**src/hw/rtl/atbb_pkg.sv**
```systemverilog
package atbb_pkg;

    localparam int ALPHA_W    = 8;
    localparam int SIZE_REG_W = 13;
    localparam int FRAC_BITS  = 16;
    localparam int COORD_W    = FRAC_BITS + 1;
    localparam int APB_DATA_W = 32;
    localparam int APB_ADDR_W = 4;
    localparam int REG_IDX_W  = 2;

    // Normalized 1.0 in unsigned 1.16
    localparam logic [COORD_W-1:0] ONE_FIXED = COORD_W'(1) << FRAC_BITS;

    // Register map, index = paddr / 4
    localparam logic [REG_IDX_W-1:0] REG_ALPHA_THRESHOLD = 2'd0;
    localparam logic [REG_IDX_W-1:0] REG_FRAME_WIDTH     = 2'd1;
    localparam logic [REG_IDX_W-1:0] REG_FRAME_HEIGHT    = 2'd2;

    localparam logic [ALPHA_W-1:0]    THRESHOLD_RESET = '0;
    localparam logic [SIZE_REG_W-1:0] WIDTH_RESET     = 13'd1024;
    localparam logic [SIZE_REG_W-1:0] HEIGHT_RESET    = 13'd1024;

    // Per-pixel status from the position tracker
    typedef struct packed {
        logic frame_end;  // accepted pixel is the last one of the frame
        logic found;      // some pixel of the frame, this one included, qualified
    } atbb_frame_status_t;

endpackage

```
**src/hw/rtl/alpha_threshold_bounding_box.sv**
```systemverilog
// Channel  | Dir | Transaction                   | Payload
// ---------+-----+-------------------------------+-----------------------------------------
// s_axis   | in  | s_tvalid & s_tready           | s_tdata[7:0] alpha
// m_axis   | out | m_tvalid & m_tready           | m_tuser found; m_tdata u_left, v_top,
//          |     |                               |   u_right, v_bottom (17 bits each)
// APB      | in  | psel & penable & pwrite       | 0x0 alpha_threshold, 0x4 frame_width,
//          |     |                               |   0x8 frame_height
//
// Cycles: one pixel per cycle inside a frame. The last pixel of a frame starts the
// end-of-frame work: when a pixel qualified, four serial divisions on the one shared
// restoring divider (each ST_START, then ST_WAIT until done), then a load of the output
// register; an empty frame goes straight to that load. s_tready is low until the load.
// Reset: rst_n clears counters, sequencer and output valid; registers take reset values.
// Stalls: a result waits in the output register while the next frame streams in; a
// further result waits in the sequencer until the output register frees.
module alpha_threshold_bounding_box
    import atbb_pkg::*;
#(
    parameter int MAX_DIMENSION = 4096
)
(
    input  logic                  clk,
    input  logic                  rst_n,
    // pixel stream
    input  logic                  s_tvalid,
    output logic                  s_tready,
    input  logic [7:0]            s_tdata,   // [7:0] alpha
    // result stream
    output logic                  m_tvalid,
    input  logic                  m_tready,
    output logic [71:0]           m_tdata,   // [16:0] u_left, [33:17] v_top,
                                             // [50:34] u_right, [67:51] v_bottom,
                                             // [71:68] zero
    output logic                  m_tuser,   // [0] found
    // configuration
    input  logic                  psel,
    input  logic                  penable,
    input  logic                  pwrite,
    input  logic [APB_ADDR_W-1:0] paddr,
    input  logic [APB_DATA_W-1:0] pwdata,
    output logic [APB_DATA_W-1:0] prdata,
    output logic                  pready
);

    localparam int CNT_W = $clog2(MAX_DIMENSION);
    localparam int DIM_W = $clog2(MAX_DIMENSION + 1);

    // Sequencer states
    localparam logic [1:0] ST_IDLE  = 2'd0;
    localparam logic [1:0] ST_START = 2'd1;
    localparam logic [1:0] ST_WAIT  = 2'd2;
    localparam logic [1:0] ST_OUT   = 2'd3;

    // Division order
    localparam logic [1:0] DIV_U_LEFT   = 2'd0;
    localparam logic [1:0] DIV_V_TOP    = 2'd1;
    localparam logic [1:0] DIV_U_RIGHT  = 2'd2;
    localparam logic [1:0] DIV_V_BOTTOM = 2'd3;

    // ---------------------------------------------------------------- config
    logic [ALPHA_W-1:0]    threshold_reg;
    logic [SIZE_REG_W-1:0] frame_width_reg;
    logic [SIZE_REG_W-1:0] frame_height_reg;
    logic                  cfg_write;
    logic [REG_IDX_W-1:0]  reg_idx;

    assign pready    = 1'b1;
    assign cfg_write = psel && penable && pwrite && pready;
    assign reg_idx   = paddr[3:2];

    always_ff @(posedge clk or negedge rst_n)
    begin
        if (!rst_n)
        begin
            threshold_reg    <= THRESHOLD_RESET;
            frame_width_reg  <= WIDTH_RESET;
            frame_height_reg <= HEIGHT_RESET;
        end
        else if (cfg_write)
        begin
            if (reg_idx == REG_ALPHA_THRESHOLD) threshold_reg    <= pwdata[ALPHA_W-1:0];
            if (reg_idx == REG_FRAME_WIDTH)     frame_width_reg  <= pwdata[SIZE_REG_W-1:0];
            if (reg_idx == REG_FRAME_HEIGHT)    frame_height_reg <= pwdata[SIZE_REG_W-1:0];
        end
    end

    always_comb
    begin
        unique case (reg_idx)
            REG_ALPHA_THRESHOLD: prdata = APB_DATA_W'(threshold_reg);
            REG_FRAME_WIDTH:     prdata = APB_DATA_W'(frame_width_reg);
            REG_FRAME_HEIGHT:    prdata = APB_DATA_W'(frame_height_reg);
            default:             prdata = '0;
        endcase
    end

    // Effective sizes: zero counts as one, clamp above MAX_DIMENSION
    logic [DIM_W-1:0] eff_width;
    logic [DIM_W-1:0] eff_height;

    always_comb
    begin
        if (frame_width_reg == '0)
            eff_width = DIM_W'(1);
        else if (32'(frame_width_reg) > MAX_DIMENSION)
            eff_width = DIM_W'(MAX_DIMENSION);
        else
            eff_width = DIM_W'(frame_width_reg);

        if (frame_height_reg == '0)
            eff_height = DIM_W'(1);
        else if (32'(frame_height_reg) > MAX_DIMENSION)
            eff_height = DIM_W'(MAX_DIMENSION);
        else
            eff_height = DIM_W'(frame_height_reg);
    end

    // ---------------------------------------------------------------- tracker
    logic [1:0]         state_reg, state_next;
    logic [1:0]         div_idx_reg, div_idx_next;
    logic               found_reg, found_next;
    logic               pix_accept;
    atbb_frame_status_t status;
    logic [CNT_W-1:0]   min_col, max_col, min_row, max_row;

    assign s_tready   = (state_reg == ST_IDLE);
    assign pix_accept = s_tvalid && s_tready;

    atbb_tracker #(
        .CNT_W (CNT_W),
        .DIM_W (DIM_W)
    ) u_tracker (
        .clk        (clk),
        .rst_n      (rst_n),
        .pix_accept (pix_accept),
        .alpha      (s_tdata[ALPHA_W-1:0]),
        .threshold  (threshold_reg),
        .eff_width  (eff_width),
        .eff_height (eff_height),
        .status     (status),
        .min_col    (min_col),
        .max_col    (max_col),
        .min_row    (min_row),
        .max_row    (max_row)
    );

    // ---------------------------------------------------------------- divider
    logic               div_start;
    logic               div_done;
    logic [DIM_W-1:0]   div_num;
    logic [DIM_W-1:0]   div_den;
    logic [COORD_W-1:0] div_q;
    logic [COORD_W-1:0] res_reg [4];

    assign div_start = (state_reg == ST_START);

    // Pick the operands of the current division; extents stay put while busy
    always_comb
    begin
        unique case (div_idx_reg)
            DIV_U_LEFT:
            begin
                div_num = DIM_W'(min_col);
                div_den = eff_width;
            end
            DIV_V_TOP:
            begin
                div_num = DIM_W'(min_row);
                div_den = eff_height;
            end
            DIV_U_RIGHT:
            begin
                div_num = DIM_W'(max_col) + DIM_W'(1);
                div_den = eff_width;
            end
            default:
            begin
                div_num = DIM_W'(max_row) + DIM_W'(1);
                div_den = eff_height;
            end
        endcase
    end

    atbb_divider #(
        .DIM_W (DIM_W)
    ) u_divider (
        .clk      (clk),
        .rst_n    (rst_n),
        .start    (div_start),
        .num      (div_num),
        .den      (div_den),
        .done     (div_done),
        .quotient (div_q)
    );

    always_ff @(posedge clk)
    begin
        if (div_done)
            res_reg[div_idx_reg] <= div_q;
    end

    // ---------------------------------------------------------------- sequencer
    logic out_free;
    logic out_load;

    assign out_free = !m_tvalid || m_tready;
    assign out_load = (state_reg == ST_OUT) && out_free;

    always_comb
    begin
        state_next   = state_reg;
        div_idx_next = div_idx_reg;
        found_next   = found_reg;
        unique case (state_reg)
            ST_IDLE:
            begin
                // Latch the frame verdict, then run the divisions if needed
                if (pix_accept && status.frame_end)
                begin
                    found_next   = status.found;
                    div_idx_next = DIV_U_LEFT;
                    state_next   = status.found ? ST_START : ST_OUT;
                end
            end
            ST_START:
            begin
                state_next = ST_WAIT;
            end
            ST_WAIT:
            begin
                if (div_done)
                begin
                    if (div_idx_reg == DIV_V_BOTTOM)
                        state_next = ST_OUT;
                    else
                    begin
                        div_idx_next = div_idx_reg + 2'd1;
                        state_next   = ST_START;
                    end
                end
            end
            default:
            begin
                if (out_free)
                    state_next = ST_IDLE;
            end
        endcase
    end

    always_ff @(posedge clk or negedge rst_n)
    begin
        if (!rst_n)
        begin
            state_reg   <= ST_IDLE;
            div_idx_reg <= DIV_U_LEFT;
            found_reg   <= 1'b0;
        end
        else
        begin
            state_reg   <= state_next;
            div_idx_reg <= div_idx_next;
            found_reg   <= found_next;
        end
    end

    // ---------------------------------------------------------------- output
    logic        m_tvalid_reg;
    logic [71:0] m_tdata_reg;
    logic        m_tuser_reg;

    always_ff @(posedge clk or negedge rst_n)
    begin
        if (!rst_n)
            m_tvalid_reg <= 1'b0;
        else if (out_load)
            m_tvalid_reg <= 1'b1;
        else if (m_tready)
            m_tvalid_reg <= 1'b0;
    end

    // Empty frame: drop the stale quotients and send zeros
    always_ff @(posedge clk)
    begin
        if (out_load)
        begin
            m_tuser_reg <= found_reg;
            if (found_reg)
                m_tdata_reg <= {4'b0, res_reg[DIV_V_BOTTOM], res_reg[DIV_U_RIGHT],
                                res_reg[DIV_V_TOP], res_reg[DIV_U_LEFT]};
            else
                m_tdata_reg <= '0;
        end
    end

    assign m_tvalid = m_tvalid_reg;
    assign m_tdata  = m_tdata_reg;
    assign m_tuser  = m_tuser_reg;

    // ---------------------------------------------------------------- checks
    assert property (@(posedge clk) disable iff (!rst_n)
        div_done |-> (state_reg == ST_WAIT))
        else $error("divider finished outside a wait state");

    assert property (@(posedge clk) disable iff (!rst_n)
        div_done |-> (div_q <= ONE_FIXED))
        else $error("normalized coordinate above one");

    assert property (@(posedge clk) disable iff (!rst_n)
        $rose(m_tvalid) |-> ($past(state_reg) == ST_OUT))
        else $error("result issued without the sequencer");

    assert property (@(posedge clk) disable iff (!rst_n)
        (m_tvalid && !m_tuser) |-> (m_tdata == '0))
        else $error("empty frame carries a box");

endmodule

```
**src/hw/rtl/atbb_tracker.sv**
```systemverilog
module atbb_tracker
    import atbb_pkg::*;
#(
    parameter int CNT_W = 12,
    parameter int DIM_W = 13
)
(
    input  logic                clk,
    input  logic                rst_n,
    input  logic                pix_accept,
    input  logic [ALPHA_W-1:0]  alpha,
    input  logic [ALPHA_W-1:0]  threshold,
    input  logic [DIM_W-1:0]    eff_width,
    input  logic [DIM_W-1:0]    eff_height,
    output atbb_frame_status_t  status,
    output logic [CNT_W-1:0]    min_col,
    output logic [CNT_W-1:0]    max_col,
    output logic [CNT_W-1:0]    min_row,
    output logic [CNT_W-1:0]    max_row
);

    logic [CNT_W-1:0] col_reg, col_next;
    logic [CNT_W-1:0] row_reg, row_next;
    logic             any_found_reg, any_found_next;
    logic [CNT_W-1:0] min_col_reg, max_col_reg, min_row_reg, max_row_reg;
    logic             hit;
    logic             row_end;
    logic             frame_end;

    assign hit       = alpha < threshold;
    assign row_end   = (DIM_W'(col_reg) + DIM_W'(1)) >= eff_width;
    assign frame_end = row_end && ((DIM_W'(row_reg) + DIM_W'(1)) >= eff_height);

    assign status.frame_end = frame_end;
    assign status.found     = any_found_reg || hit;

    always_comb
    begin
        col_next       = col_reg;
        row_next       = row_reg;
        any_found_next = any_found_reg;
        if (pix_accept)
        begin
            if (row_end)
            begin
                col_next = '0;
                row_next = frame_end ? '0 : row_reg + CNT_W'(1);
            end
            else
            begin
                col_next = col_reg + CNT_W'(1);
            end
            any_found_next = frame_end ? 1'b0 : (any_found_reg || hit);
        end
    end

    always_ff @(posedge clk or negedge rst_n)
    begin
        if (!rst_n)
        begin
            col_reg       <= '0;
            row_reg       <= '0;
            any_found_reg <= 1'b0;
        end
        else
        begin
            col_reg       <= col_next;
            row_reg       <= row_next;
            any_found_reg <= any_found_next;
        end
    end

    // Box extents: load on the first hit of a frame, widen afterwards
    always_ff @(posedge clk)
    begin
        if (pix_accept && hit)
        begin
            if (!any_found_reg)
            begin
                min_col_reg <= col_reg;
                max_col_reg <= col_reg;
                min_row_reg <= row_reg;
                max_row_reg <= row_reg;
            end
            else
            begin
                if (col_reg < min_col_reg) min_col_reg <= col_reg;
                if (col_reg > max_col_reg) max_col_reg <= col_reg;
                if (row_reg < min_row_reg) min_row_reg <= row_reg;
                if (row_reg > max_row_reg) max_row_reg <= row_reg;
            end
        end
    end

    assign min_col = min_col_reg;
    assign max_col = max_col_reg;
    assign min_row = min_row_reg;
    assign max_row = max_row_reg;

endmodule

```
**src/hw/rtl/atbb_divider.sv**
```systemverilog
module atbb_divider
    import atbb_pkg::*;
#(
    parameter int DIM_W = 13
)
(
    input  logic               clk,
    input  logic               rst_n,
    input  logic               start,
    input  logic [DIM_W-1:0]   num,
    input  logic [DIM_W-1:0]   den,
    output logic               done,
    output logic [COORD_W-1:0] quotient
);

    localparam int QW     = DIM_W + FRAC_BITS;
    localparam int STEP_W = $clog2(QW + 1);

    logic [QW-1:0]     dividend_reg;
    logic [DIM_W-1:0]  rem_reg;
    logic [DIM_W-1:0]  den_reg;
    logic [STEP_W-1:0] step_reg, step_next;
    logic              done_reg;
    logic [DIM_W:0]    rem_sh;
    logic [DIM_W:0]    diff;
    logic              ge;
    logic              sat;

    // One restoring step: shift in the next dividend bit, subtract if it fits
    assign rem_sh = {rem_reg, dividend_reg[QW-1]};
    assign ge     = rem_sh >= {1'b0, den_reg};
    assign diff   = rem_sh - {1'b0, den_reg};

    always_comb
    begin
        if (start)
            step_next = STEP_W'(QW);
        else if (step_reg != '0)
            step_next = step_reg - STEP_W'(1);
        else
            step_next = step_reg;
    end

    always_ff @(posedge clk or negedge rst_n)
    begin
        if (!rst_n)
        begin
            step_reg <= '0;
            done_reg <= 1'b0;
        end
        else
        begin
            step_reg <= step_next;
            done_reg <= (step_reg == STEP_W'(1));
        end
    end

    always_ff @(posedge clk)
    begin
        if (start)
        begin
            dividend_reg <= {num, FRAC_BITS'(0)};
            rem_reg      <= '0;
            den_reg      <= den;
        end
        else if (step_reg != '0)
        begin
            dividend_reg <= {dividend_reg[QW-2:0], ge};
            rem_reg      <= ge ? diff[DIM_W-1:0] : rem_sh[DIM_W-1:0];
        end
    end

    // Clamp to 1.0 when a size shrank mid-frame
    assign sat      = dividend_reg > QW'(ONE_FIXED);
    assign quotient = sat ? ONE_FIXED : dividend_reg[COORD_W-1:0];
    assign done     = done_reg;

endmodule
```
**config.mk**
```make
export PLATFORM = sky130hd
export DESIGN_NAME = alpha_threshold_bounding_box
export DESIGN_NICKNAME = d
export VERILOG_FILES = /design/src/hw/rtl/atbb_pkg.sv /design/src/hw/rtl/alpha_threshold_bounding_box.sv /design/src/hw/rtl/atbb_tracker.sv /design/src/hw/rtl/atbb_divider.sv
export SDC_FILE = /design/constraint.sdc
export NUM_CORES = 1
export LEC_CHECK = 0
export BUFFER_PORTS_ARGS = -buffer_cell sky130_fd_sc_hd__buf_4
export CAP_MARGIN = 20
export CORE_AREA = 4 4 202 204
export DETAILED_ROUTE_END_ITERATION = 16
export DIE_AREA = 0 0 206 208
export SLEW_MARGIN = 20
export SYNTH_ARGS = -nofsm -noshare
export SYNTH_HDL_FRONTEND = slang
export SYNTH_SLANG_ARGS = --single-unit
```
**constraint.sdc**
```tcl
create_clock -name clk -period 5.7 [get_ports clk]
set_input_delay 0.57 -clock clk [delete_from_list [all_inputs] [get_ports clk]]
set_output_delay 0.57 -clock clk [all_outputs]
set_load 0.005 [all_outputs]
```
==> flow_summary.yaml <==
clock_network:
  cts_tree: "yes"
  clockBufferDepth: 3
  cts-root-buf: "clkbuf_16"
  clkTransAtPathRegs_ns: 0.05
  cts_resized: 0
  cts.sinks: 311
  h-tree-depth: 2
  clock_latency_ns: 0.53
  cts_buffers: 35
yosys:
  syn_area_um2: 15500
  synth_ff_type: "edfxtp_1"
  synthTopCellsByArea: "edfxtp_1, dfrtp_1, ha_1, and2_1, dfxtp_1"
  netlist_instances: 1328
  ys_top_cells_by_count: "edfxtp_1, nand2_1, ha_1"
  synth.distinct_cells: 73
  seq_area_frac_synth: 0.562
  synth_enable_flop_cells: 211
  syn_area_per_cell_um2: 11.7
  synth_top_area_cell: "edfxtp_1"
  synth-async-reset-ratio: 0.228
  ys_ff_latch: 311
  yosysTopAreaCellShare: 0.409
  yosysMostFrequentCell: "edfxtp_1"
  synth_warnings: 0
timing:
  setup_ws_ns: 1.91
  setup_tns_ns: 0
  slew_viol_final: 0
  finalHoldViolations: 0
  fmax_mhz: 264
  worst_pin_slew_ns: 1.08
  period_share: 0.664
  fin_skew_ns: 0.0202
  setup_viol: 0
  max_slew_margin: 0.279
  rsz0062_at_grt: "no"
  finalCriticalPeriod_ns: 3.79
detailed_routing:
  drt_iter0_drc: 743
  dr.pass1.iters: 5
  via_per_inst: 5.12
  wl_met2_um: 16300
  drtAntennaViolNets: 0
  routed_wl_um: 34200
  drc: 0
  wl_met1_um: 15500
  vias: 10200
  top_layer: "met4"
  avgRoutedWirePerCell_um: 17.2
  route.met3.wl_um: 1630
setup_path:
  path_cells: "ha_1, nand2_1, nor3_1, nand3_1, xnor2_1, ha_1, a21oi_1, o21ai_0, a21oi_1, o21ai_2, nor2_1, mux2_2"
  start_kind: "register"
  critPathCaptureType: "register"
  r2r_slack_ns: 1.91
  cp_slowest_cell: "nor2_1"
  cp_max_fo: 12
  criticalPathCategory: "register to register"
  crit_arrival_ns: 4.23
  critPathRequiredTime_ns: 6.15
  max_stage_delay_ns: 0.71
floorplanning:
  die_y_um: 208
  die-area_um2: 42800
  die_width_um: 206
  rows: 73
  io_pins: 159
  initial_utilization: 0.394
  coreArea_um2: 39300
placement:
  dp_hpwl_um: 24400
  gp_congestion: 0.849
  port-buffer-count: 113
  placement.cell_area_um2: 16800
  preCtsSetupSlack_ns: 2.02
finish:
  final_layout_size_suffix_gt1_frac: 0.156
  register_area_um2: 8700
  syn2layout_area_growth_pct: 16.1
  fillers: 3633
  stdcell_area_um2: 18000
  postLayoutCoreUtil: 0.457
  n_antenna_cell: 0
  layout.nets: 1595
  multi_input_area_um2: 6190
power:
  clockPowerShare: 0.319
  seqPwrFrac: 0.445
  p_leak_nw: 7.46
  p_comb_frac: 0.236
  vdd_ir_drop_max_mv: 0.234
  p_sw_mw: 2.13
  p_int_mw: 4.88
  p_per_area_nw_per_um2: 390
  p_sw_frac: 0.304
grt:
  antenna_found_initial: 0
  grt_pass1_vias: 9832
  grt_max_degree: 72
  grt_first_pass_wirelength_um: 54200
  gr-total-overflow: 0
  grtUsageTotal: 0.157
outcome:
  status: "finished, final reports clean"
run:
  max_cap_violations: 0
min_path:
  hp-class: "input pin to register"
cell families after synthesis:
kind of cell / count (synthesis) / synth area share
flip-flops: 311 / 0.562
XOR/XNOR: 39 / 0.0221
multiplexers: 69 / 0.0475
other: 2 / 0.000485
adder cells (fa/ha/maj): 103 / 0.0838
buffers and inverters: 153 / 0.0450
AO/OA/AOI/OAI: 255 / 0.107
AND/OR/NAND/NOR: 396 / 0.132
cells in the final DEF, fill, tap and decap left out, drive strengths merged, types with 11 or more instances in the layout:
cell and n:
nor2b 14, mux2i 33, buf 126, dfrtp 69
nand3 35, clkbuf 48, ha 102, a21oi 84
a21o 11, nor3 18, and2 94, a22o 21
o21ai 56, mux2 36, nor2 48, nand4 15
inv 81, nand2 115, nand2b 12, a31oi 13
dfxtp 29, nor4 11, and3 12, edfxtp 211
xnor2 30, conb 24
what timing repair did:
item | CTS | global route
hold buffers | 0 | 1
setup buffers | 0 | 0
endpoints found under the hold margin | 0 | 22
power by group through the flow:
stage               registers (mW)  clock network (mW)  logic [mW]
detailed placement            3.16                   0        1.65
CTS                           3.12                2.30        1.66
global route                  3.17                2.40        1.90
global placement              3.15                   0        1.61
finish                        3.12                2.23        1.65
floorplan                     3.02                   0        1.33
worst paths after layout:
kind | from | depth (start not counted) | end
min in group asynchronous | rst_n | 2 | threshold_reg[6]
hold / removal | pwdata[12] | 3 | frame_width_reg[12]
setup / recovery | u_tracker.row_reg[1] | 12 | u_tracker.row_reg[0]
hold reg to reg | u_divider.dividend_reg[5] | 2 | u_divider.dividend_reg[6]
max in group asynchronous | rst_n | 3 | frame_width_reg[10]
setup reg to reg | u_tracker.row_reg[1] | 12 | u_tracker.row_reg[0]
metal layers:
| layer | up-vias | track usage |
|---|---|---|
| li1 | 5011 | - |
| met1 | 4907 | 0.218 |
| met2 | 224 | 0.259 |
| met3 | 48 | 0.0249 |
| met4 | 0 | 0.0374 |
| met5 | - | 0 |
cell type report:
cell class                      count  area share
Tap cell                          525      0.0366
Sequential cell                   311       0.484
Timing Repair Buffer              127      0.0543
Clock buffer                       48      0.0520
Inverter                           80      0.0167
Clock inverter                     14      0.0116
Multi-Input combinational cell    886       0.345
worst max-delay path: cells and delay by family, from the launching register on:
family | cells | cell delay [ns]
fa+ha+maj | 2 | 0.66
mux | 1 | 0.29
flops | 1 | 0.54
xor+xnor | 1 | 0.20
simple gates | 4 | 1.45
compound gates | 4 | 0.60
stage by stage:
stage               power [mW]  cells  hold WS (ns)
floorplan                 4.36   1350         0.274
finish                    7.01   1991         0.276
detailed placement        4.81   1927         0.477
global route              7.46   1991         0.274
global placement          4.76   1927         0.464
CTS                       7.08   1989         0.242
(Power assumes the default switching activity.)
